===== src/rtl/iom_pkg.sv =====
`default_nettype none

package iom_pkg;

    // Default sizes of the interval lists and of the stored coordinates.
    localparam int MAX_INTERVALS_DEF = 32;
    localparam int COORD_BITS_DEF    = 32;

    // Widths of the stream payload and of the fixed fields.
    localparam int FIELD_W     = 32;
    localparam int IN_DATA_W   = 64;
    localparam int REQ_W       = 2;
    localparam int IDX_OUT_W   = 5;
    localparam int OUT_DATA_W  = 8;
    localparam int OUT_USER_W  = 1;

    // Configuration port.
    localparam int CFG_ADDR_W  = 3;
    localparam int CFG_DATA_W  = 32;
    localparam int REG_MIN_OVERLAP = 0;

    // Request kinds carried in s_tuser.
    localparam logic [REQ_W-1:0] REQ_LOAD_A = 2'd0;
    localparam logic [REQ_W-1:0] REQ_LOAD_B = 2'd1;
    localparam logic [REQ_W-1:0] REQ_RUN    = 2'd2;

    // List selector carried in m_tuser.
    localparam logic LIST_A = 1'b0;
    localparam logic LIST_B = 1'b1;

endpackage : iom_pkg

`default_nettype wire


===== src/rtl/interval_overlap_marker.sv =====
`default_nettype none

// Interval overlap marker.
// The slave stream takes requests: s_tuser selects load into list A, load into
// list B or run; s_tdata carries the start (low word) and the inclusive end.
// A load produces nothing; a load into a full list is dropped.
// A run compares every A interval with every B interval on one shared comparator,
// one pair per cycle, then waits for the memory read, the two comparator stages and
// the last marking to drain. It then emits one result per A entry, then per B entry,
// one per cycle while m_tready is high, with m_tlast on the final one, and both lists
// are emptied. A run with one list empty skips the comparison; a run with both empty
// emits nothing. s_tready is low from the start of a run until its last result has
// entered the output register.
// A stalled receiver holds the output register, and the emission waits with it.
// Reset empties both lists, clears all marks and sets min_overlap to 1.
// The APB port holds min_overlap at address 0; a value of 0 acts as 1.
module interval_overlap_marker #(
    parameter int MAX_INTERVALS = iom_pkg::MAX_INTERVALS_DEF,
    parameter int COORD_BITS    = iom_pkg::COORD_BITS_DEF
) (
    input  wire logic                            aclk,
    input  wire logic                            aresetn,
    // Request stream
    input  wire logic                            s_tvalid,
    output logic                                 s_tready,
    input  wire logic [iom_pkg::IN_DATA_W-1:0]   s_tdata,  // interval_start, interval_end
    input  wire logic [iom_pkg::REQ_W-1:0]       s_tuser,  // req_type
    // Result stream
    output logic                                 m_tvalid,
    input  wire logic                            m_tready,
    output logic [iom_pkg::OUT_DATA_W-1:0]       m_tdata,  // entry_index, overlapped, zero pad
    output logic [iom_pkg::OUT_USER_W-1:0]       m_tuser,  // list_id
    output logic                                 m_tlast,
    // Configuration port
    input  wire logic                            psel,
    input  wire logic                            penable,
    input  wire logic                            pwrite,
    input  wire logic [iom_pkg::CFG_ADDR_W-1:0]  paddr,
    input  wire logic [iom_pkg::CFG_DATA_W-1:0]  pwdata,
    output logic [iom_pkg::CFG_DATA_W-1:0]       prdata,
    output logic                                 pready
);
    import iom_pkg::*;

    localparam int IDX_W = (MAX_INTERVALS > 1) ? $clog2(MAX_INTERVALS) : 1;
    localparam int CNT_W = $clog2(MAX_INTERVALS + 1);
    localparam int TOT_W = $clog2(2 * MAX_INTERVALS + 1);
    localparam int TAG_W = 2 * IDX_W;
    localparam int ENT_W = 2 * COORD_BITS;

    typedef enum logic [1:0] {
        ST_IDLE,
        ST_PAIR,
        ST_DRAIN,
        ST_EMIT
    } state_t;

    state_t                  state_reg;
    logic [CNT_W-1:0]        count_a_reg;
    logic [CNT_W-1:0]        count_b_reg;
    logic [MAX_INTERVALS-1:0] marks_a_reg;
    logic [MAX_INTERVALS-1:0] marks_b_reg;
    logic [IDX_W-1:0]        ai_reg;
    logic [IDX_W-1:0]        bj_reg;
    logic                    rd_vld_reg;
    logic [TAG_W-1:0]        rd_tag_reg;
    logic [TOT_W-1:0]        k_reg;
    logic [CFG_DATA_W-1:0]   min_overlap_reg;
    logic [CFG_DATA_W-1:0]   thr_reg;

    logic                    m_tvalid_reg;
    logic                    m_list_reg;
    logic [IDX_OUT_W-1:0]    m_idx_reg;
    logic                    m_mark_reg;
    logic                    m_last_reg;

    logic [ENT_W-1:0]        mem_a [MAX_INTERVALS];
    logic [ENT_W-1:0]        mem_b [MAX_INTERVALS];
    logic [ENT_W-1:0]        rd_a_reg;
    logic [ENT_W-1:0]        rd_b_reg;

    logic                    s_accept;
    logic                    load_a_en;
    logic                    load_b_en;
    logic [ENT_W-1:0]        load_word;
    logic                    cfg_write;
    logic                    cmp_busy;
    logic                    hit_valid;
    logic                    hit;
    logic [TAG_W-1:0]        hit_tag;
    logic [IDX_W-1:0]        hit_i;
    logic [IDX_W-1:0]        hit_j;
    logic                    last_a;
    logic                    last_b;
    logic [TOT_W-1:0]        total;
    logic                    emit_in_a;
    logic [TOT_W-1:0]        idx_b_wide;
    logic [IDX_W-1:0]        emit_idx;
    logic                    emit_mark;
    logic                    out_free;

    // Request decode.
    assign s_tready  = (state_reg == ST_IDLE);
    assign s_accept  = s_tvalid && s_tready;
    assign load_a_en = s_accept && (s_tuser == REQ_LOAD_A)
                       && (count_a_reg < CNT_W'(MAX_INTERVALS));
    assign load_b_en = s_accept && (s_tuser == REQ_LOAD_B)
                       && (count_b_reg < CNT_W'(MAX_INTERVALS));
    assign load_word = {COORD_BITS'(s_tdata[2*FIELD_W-1:FIELD_W]),
                        COORD_BITS'(s_tdata[FIELD_W-1:0])};

    // Configuration register; the threshold is the minimum length less one.
    assign cfg_write = psel && penable && pwrite && pready;
    assign pready    = 1'b1;
    assign prdata    = (paddr[CFG_ADDR_W-1:2] == (CFG_ADDR_W-2)'(REG_MIN_OVERLAP))
                       ? min_overlap_reg : '0;

    always_ff @(posedge aclk) begin
        if (!aresetn) begin
            min_overlap_reg <= CFG_DATA_W'(1);
            thr_reg         <= '0;
        end else if (cfg_write
                     && (paddr[CFG_ADDR_W-1:2] == (CFG_ADDR_W-2)'(REG_MIN_OVERLAP))) begin
            min_overlap_reg <= pwdata;
            thr_reg         <= (pwdata == '0) ? '0 : pwdata - CFG_DATA_W'(1);
        end
    end

    // Interval memories: written on load, read at the sequencer's pair address.
    always_ff @(posedge aclk) begin
        if (load_a_en) begin
            mem_a[count_a_reg[IDX_W-1:0]] <= load_word;
        end
        if (load_b_en) begin
            mem_b[count_b_reg[IDX_W-1:0]] <= load_word;
        end
        rd_a_reg <= mem_a[ai_reg];
        rd_b_reg <= mem_b[bj_reg];
    end

    // Shared pair comparator.
    iom_pair_cmp #(
        .COORD_BITS (COORD_BITS),
        .TAG_W      (TAG_W)
    ) u_cmp (
        .aclk      (aclk),
        .aresetn   (aresetn),
        .in_valid  (rd_vld_reg),
        .sa        (rd_a_reg[COORD_BITS-1:0]),
        .ea        (rd_a_reg[ENT_W-1:COORD_BITS]),
        .sb        (rd_b_reg[COORD_BITS-1:0]),
        .eb        (rd_b_reg[ENT_W-1:COORD_BITS]),
        .thr       (thr_reg),
        .in_tag    (rd_tag_reg),
        .busy      (cmp_busy),
        .hit_valid (hit_valid),
        .hit       (hit),
        .hit_tag   (hit_tag)
    );

    assign hit_i = hit_tag[TAG_W-1:IDX_W];
    assign hit_j = hit_tag[IDX_W-1:0];

    // Pair walk and emission bookkeeping.
    assign last_a     = (CNT_W'(ai_reg) == count_a_reg - CNT_W'(1));
    assign last_b     = (CNT_W'(bj_reg) == count_b_reg - CNT_W'(1));
    assign total      = TOT_W'(count_a_reg) + TOT_W'(count_b_reg);
    assign emit_in_a  = (k_reg < TOT_W'(count_a_reg));
    assign idx_b_wide = k_reg - TOT_W'(count_a_reg);
    assign emit_idx   = emit_in_a ? k_reg[IDX_W-1:0] : idx_b_wide[IDX_W-1:0];
    assign emit_mark  = emit_in_a ? marks_a_reg[emit_idx] : marks_b_reg[emit_idx];
    assign out_free   = !m_tvalid_reg || m_tready;

    // Sequencer with list counts, marks and the output register.
    always_ff @(posedge aclk) begin
        if (!aresetn) begin
            state_reg    <= ST_IDLE;
            count_a_reg  <= '0;
            count_b_reg  <= '0;
            marks_a_reg  <= '0;
            marks_b_reg  <= '0;
            ai_reg       <= '0;
            bj_reg       <= '0;
            rd_vld_reg   <= 1'b0;
            k_reg        <= '0;
            m_tvalid_reg <= 1'b0;
        end else begin
            // A memory read is issued on every cycle of the pair walk.
            rd_vld_reg <= (state_reg == ST_PAIR);
            // The output register fills while emitting and empties when taken.
            if ((state_reg == ST_EMIT) && out_free) begin
                m_tvalid_reg <= 1'b1;
            end else if (m_tready) begin
                m_tvalid_reg <= 1'b0;
            end
            // A counting pair marks both of its intervals.
            if (hit_valid && hit) begin
                marks_a_reg[hit_i] <= 1'b1;
                marks_b_reg[hit_j] <= 1'b1;
            end
            case (state_reg)
                ST_IDLE: begin
                    if (load_a_en) begin
                        marks_a_reg[count_a_reg[IDX_W-1:0]] <= 1'b0;
                        count_a_reg <= count_a_reg + CNT_W'(1);
                    end
                    if (load_b_en) begin
                        marks_b_reg[count_b_reg[IDX_W-1:0]] <= 1'b0;
                        count_b_reg <= count_b_reg + CNT_W'(1);
                    end
                    if (s_accept && (s_tuser == REQ_RUN)) begin
                        ai_reg <= '0;
                        bj_reg <= '0;
                        k_reg  <= '0;
                        if ((count_a_reg != '0) && (count_b_reg != '0)) begin
                            state_reg <= ST_PAIR;
                        end else if (total != '0) begin
                            state_reg <= ST_EMIT;
                        end
                    end
                end
                ST_PAIR: begin
                    rd_tag_reg <= {ai_reg, bj_reg};
                    if (last_b) begin
                        bj_reg <= '0;
                        if (last_a) begin
                            state_reg <= ST_DRAIN;
                        end else begin
                            ai_reg <= ai_reg + IDX_W'(1);
                        end
                    end else begin
                        bj_reg <= bj_reg + IDX_W'(1);
                    end
                end
                ST_DRAIN: begin
                    // Wait until the last pair has left the comparator and marked.
                    if (!rd_vld_reg && !cmp_busy) begin
                        state_reg <= ST_EMIT;
                    end
                end
                ST_EMIT: begin
                    if (out_free) begin
                        m_list_reg   <= emit_in_a ? LIST_A : LIST_B;
                        m_idx_reg    <= IDX_OUT_W'(emit_idx);
                        m_mark_reg   <= emit_mark;
                        m_last_reg   <= (k_reg == total - TOT_W'(1));
                        k_reg        <= k_reg + TOT_W'(1);
                        if (k_reg == total - TOT_W'(1)) begin
                            count_a_reg <= '0;
                            count_b_reg <= '0;
                            marks_a_reg <= '0;
                            marks_b_reg <= '0;
                            state_reg   <= ST_IDLE;
                        end
                    end
                end
                default: begin
                    state_reg <= ST_IDLE;
                end
            endcase
        end
    end

    assign m_tvalid = m_tvalid_reg;
    assign m_tdata  = {(OUT_DATA_W - IDX_OUT_W - 1)'(0), m_mark_reg, m_idx_reg};
    assign m_tuser  = m_list_reg;
    assign m_tlast  = m_last_reg;

    // Nothing is left in the comparison pipeline once the block is idle.
    assert property (@(posedge aclk) disable iff (!aresetn)
        (state_reg == ST_IDLE) |-> (!rd_vld_reg && !cmp_busy))
        else $error("comparison still in flight while idle");

    // The list counts never exceed the list capacity.
    assert property (@(posedge aclk) disable iff (!aresetn)
        (count_a_reg <= CNT_W'(MAX_INTERVALS)) && (count_b_reg <= CNT_W'(MAX_INTERVALS)))
        else $error("list count beyond capacity");

    // A comparator result always refers to entries that are loaded.
    assert property (@(posedge aclk) disable iff (!aresetn)
        hit_valid |-> ((CNT_W'(hit_i) < count_a_reg) && (CNT_W'(hit_j) < count_b_reg)))
        else $error("comparator result for an unloaded entry");

    // Finishing the emission empties both lists and clears every mark.
    assert property (@(posedge aclk) disable iff (!aresetn)
        ((state_reg == ST_EMIT) && out_free && (k_reg == total - TOT_W'(1)))
        |=> ((count_a_reg == '0) && (count_b_reg == '0)
             && (marks_a_reg == '0) && (marks_b_reg == '0) && m_tlast))
        else $error("lists not emptied at the end of a run");

endmodule : interval_overlap_marker

`default_nettype wire


===== src/rtl/iom_pair_cmp.sv =====
`default_nettype none

// Two-stage pair comparator: intersection bounds first, then the length test.
module iom_pair_cmp #(
    parameter int COORD_BITS = iom_pkg::COORD_BITS_DEF,
    parameter int TAG_W      = 10
) (
    input  wire logic                          aclk,
    input  wire logic                          aresetn,
    input  wire logic                          in_valid,
    input  wire logic [COORD_BITS-1:0]         sa,
    input  wire logic [COORD_BITS-1:0]         ea,
    input  wire logic [COORD_BITS-1:0]         sb,
    input  wire logic [COORD_BITS-1:0]         eb,
    input  wire logic [iom_pkg::CFG_DATA_W-1:0] thr,
    input  wire logic [TAG_W-1:0]              in_tag,
    output logic                               busy,
    output logic                               hit_valid,
    output logic                               hit,
    output logic [TAG_W-1:0]                   hit_tag
);
    import iom_pkg::*;

    localparam int CMP_W = (COORD_BITS > CFG_DATA_W) ? COORD_BITS : CFG_DATA_W;

    logic                  s1_valid_reg;
    logic [COORD_BITS-1:0] lo_reg;
    logic [COORD_BITS-1:0] hi_reg;
    logic [TAG_W-1:0]      s1_tag_reg;
    logic [COORD_BITS-1:0] diff;
    logic                  hit_next;
    logic                  hit_valid_reg;
    logic                  hit_reg;
    logic [TAG_W-1:0]      hit_tag_reg;

    // Stage one: the later start and the earlier end bound the shared part.
    always_ff @(posedge aclk) begin
        if (!aresetn) begin
            s1_valid_reg <= 1'b0;
        end else begin
            s1_valid_reg <= in_valid;
        end
        lo_reg     <= (sa > sb) ? sa : sb;
        hi_reg     <= (ea < eb) ? ea : eb;
        s1_tag_reg <= in_tag;
    end

    // Stage two: the pair counts when the bounds meet and the span reaches the threshold.
    assign diff     = hi_reg - lo_reg;
    assign hit_next = (lo_reg <= hi_reg) && (CMP_W'(diff) >= CMP_W'(thr));

    always_ff @(posedge aclk) begin
        if (!aresetn) begin
            hit_valid_reg <= 1'b0;
        end else begin
            hit_valid_reg <= s1_valid_reg;
        end
        hit_reg     <= hit_next;
        hit_tag_reg <= s1_tag_reg;
    end

    assign busy      = s1_valid_reg | hit_valid_reg;
    assign hit_valid = hit_valid_reg;
    assign hit       = hit_reg;
    assign hit_tag   = hit_tag_reg;

endmodule : iom_pair_cmp

`default_nettype wire


===== config.mk =====
export PLATFORM = sky130hd
export DESIGN_NAME = interval_overlap_marker
export DESIGN_NICKNAME = d
export VERILOG_FILES = /design/src/rtl/iom_pkg.sv /design/src/rtl/interval_overlap_marker.sv /design/src/rtl/iom_pair_cmp.sv
export SDC_FILE = /design/constraint.sdc
export NUM_CORES = 2
export LEC_CHECK = 0
export BUFFER_PORTS_ARGS = -buffer_cell sky130_fd_sc_hd__buf_2
export CAP_MARGIN = 20
export CORE_MARGIN = 5
export CORE_UTILIZATION = 60
export CTS_CLUSTER_SIZE = 25
export DETAILED_ROUTE_END_ITERATION = 10
export PLACE_DENSITY = 0.76
export SLEW_MARGIN = 5
export SYNTH_ARGS = -nofsm -noshare
export SYNTH_HDL_FRONTEND = slang
export SYNTH_SLANG_ARGS = --single-unit

===== constraint.sdc =====
create_clock -name aclk -period 10.9 [get_ports aclk]
set_input_delay 2.18 -clock aclk [delete_from_list [all_inputs] [get_ports aclk]]
set_output_delay 2.18 -clock aclk [all_outputs]
set_load 0.02 [all_outputs]

==> metrics <==
status=completed; CP Max Fanout=34; GRT Total Usage=30.33%; Gate power share=4.9%; clk_lat worst skew=about 0.97 ns; Static Leak=slightly above 60 nW; die height=548.5 µm; Net Sw Power=roughly 7.6 mW; clock buffer count from CTS=between 400 and 500; DR vias=between 80,000 and 90,000; synth unique cells=91; clock-pin slew on the worst setup and hold paths=0.06 ns; CTS tree=yes; clock skew=~0.06 ns; Mapped Avg Cell Area=roughly 22 µm²; CTS H-tree depth=5; Fin. Hold Viols=0; Tcrit/Tclk final=48.62%; antenna violations before repair=42; DRT Wirelength=approximately 460,000 µm; Least-Margin Pin Slew=1.158 ns; Area growth syn-to-layout=12.25%; Switching Share=between 20% and 30%; floorplan row count=around 200; largest family of logic cells by synthesized area=multiplexers; FF+latch area=~130,000 µm²; Setup Crit Path Kind=in2out; Cells after Synth=between 8,000 and 9,000; die span in x=around 550 µm; final net count=a little under 9,000; GPL Wtd Cong=around 0.9; vias in the first global route=roughly 90,000; Inst Count DP=about 12,000; Initial Utilization=slightly above 60%; crit start category=input port; PwrDens=182.0 nW/µm²; minimum clock period=roughly 5.3 ns; WL per Instance=roughly 36 µm; critical path required time=8.72 ns; worst hold-check path type=reg2reg; Std-Cell Core Area=roughly 290,000 µm²; Max clock buf depth=4; ys async rst share=0%; sequential-to-total area share from yosys stat=75.34%; Via density=slightly below 7; Fin Hold WS=0.3234 ns; Top FF cell, synth=edfxtp_1; commonest non-fill, non-tap cell in the layout=edfxtp_1; Slew headroom=22.81%; fillers=between 15,000 and 20,000; final setup TNS=0 ns; dpl hpwl=approximately 230,000 µm; Clk pwr share=approximately two fifths; fraction of layout cells with a size suffix above 1=~30%; Final Setup Violations=0; synthesized area=between 150,000 and 200,000 µm²; Synth Area in Adders=1.171%; Hold-fix buffers, CTS=0; fin. max-slew vios=0; IO Count=153; xor/xnor share of the synthesized area=0.4358%; synthesis-stage register bit count=~4,500; first-pass GRT wire length=about 650,000 µm; Synth Area in Simple Gates=1.825%; CP Capture Type=primary output; total power=about 36 mW; CTS resizes=0; # DRC=0; internal power=roughly 28 mW; peak supply drop=about 190 µV; DRT antenna net count=0; Max-Cap Viols=0; Seq pwr share=a little over half; RSZ-0062 raised after global routing=false; die area=300,800 µm²; proportion of synthesized area in mux cells=between 10% and 20%; EDFF count, synth=a little over 4,000; Worst EP arrival=about 3.1 ns; DRT iter0 DRCs=between 10,000 and 15,000; Root Buffer=clkbuf_16; Sink Count=around 4,500; commonest cells after routing, fill and taps aside=edfxtp_1, mux4_2, clkbuf_16; number of setup buffers added after CTS=0; Synth Warn #=0; area taken by multi-input logic gates=41,240 µm²; grt total ovfl=0; largest net degree at the start of global routing=between 100 and 150; Fmax achieved=approximately 190 MHz; # port buffers=147; Synth Area in Compound Gates=1.836%; Non-Filler Instances=12,617; DR pass1 iterations=6
==> Yosys cell counts, drive strengths merged, types with 13 or more instances <==
library cell  count  area [µm²]
a21oi           185       952.2
o21ai           174       870.8
mux2            195        2200
mux4           1286       28960
nand2b           16       100.1
dfxtp           376        7527
and2             13       81.33
nand2           149       559.3
clkbuf          277        1040
nand3b           14       105.1
nor4             18       133.9
nand4            28       175.2
a21o             44       330.3
mux2i            38       396.6
ha              158        1977
nor2b            46       287.8
o21a             21       157.7
edfxtp         4114      123500
xnor2            49       429.2
nor2            242       910.9
buf             114       495.5
nand3            25       125.1
nor3             49       255.3
xor2             35       306.5
or3              23       143.9
inv             170       638.1
==> routing by layer <==
layer / track usage (%) / wire length, µm
met1: 42.65 / 159300
met5: 0 / 50
met4: 10.86 / 20170
met3: 7.068 / 59220
met2: 47.65 / 219200
==> critical path: stages <==
cell	delay, ns
buf_2	0.59
nor2b_1	0.12
buf_2	0.20
==> per-stage QoR <==
step / instance area, µm² / utilization, % / setup slack [ns]
after floorplan: 174000 / - / 2.946
after global placement: 180000 / 62.42 / 4.989
after detailed placement: 180100 / 62.44 / 5.009
after CTS: 194100 / 67.31 / 5.569
after global routing: 195300 / 67.71 / 5.511
final: 195300 / 67.72 / 5.600
==> area by class of cell <==
class                      count  area share [%]
antenna                       20         0.02563
clock buffer                 582           6.077
clock inverter               225           1.122
inverter                     171          0.3287
multi-input combinational   2956           21.12
sequential                  4490           67.13
tap                         3781           2.422
timing repair buffer         392           1.775
==> power by group through the flow <==
| stage | Clock (mW) | Combinational, mW | Sequential (mW) |
|---|---|---|---|
| after CTS | 14.9 | 1.66 | 19.0 |
| after global placement | 0 | 1.58 | 19.3 |
| after global routing | 15.7 | 1.87 | 19.0 |
| final | 14.8 | 1.73 | 19.0 |
| after detailed placement | 0 | 1.64 | 19.3 |
| after floorplan | 0 | 1.03 | 19.3 |
==> cells by family after synthesis <==
kind of cell,after synthesis
adders and majority gates,161
other,2
and+or+nand+nor,660
DFF,4490
buffers and inverters,562
xor gates and xnor gates,85
AOI/OAI and AO/OA,528
muxes,1519
==> final timing paths <==
| path | from | to | slack [ns] | depth (start not counted) |
|---|---|---|---|---|
| worst min-delay path | u_cmp.s1_tag_reg[9] | u_cmp.hit_tag[9] | 0.32 | 0 |
| worst max-delay path | paddr[2] | prdata[13] | 5.60 | 3 |
| worst min register to register | u_cmp.s1_tag_reg[9] | u_cmp.hit_tag[9] | 0.32 | 0 |
| worst max register to register | u_cmp.lo_reg[15] | u_cmp.hit | 6.44 | 18 |
(Power assumes the default switching activity.)
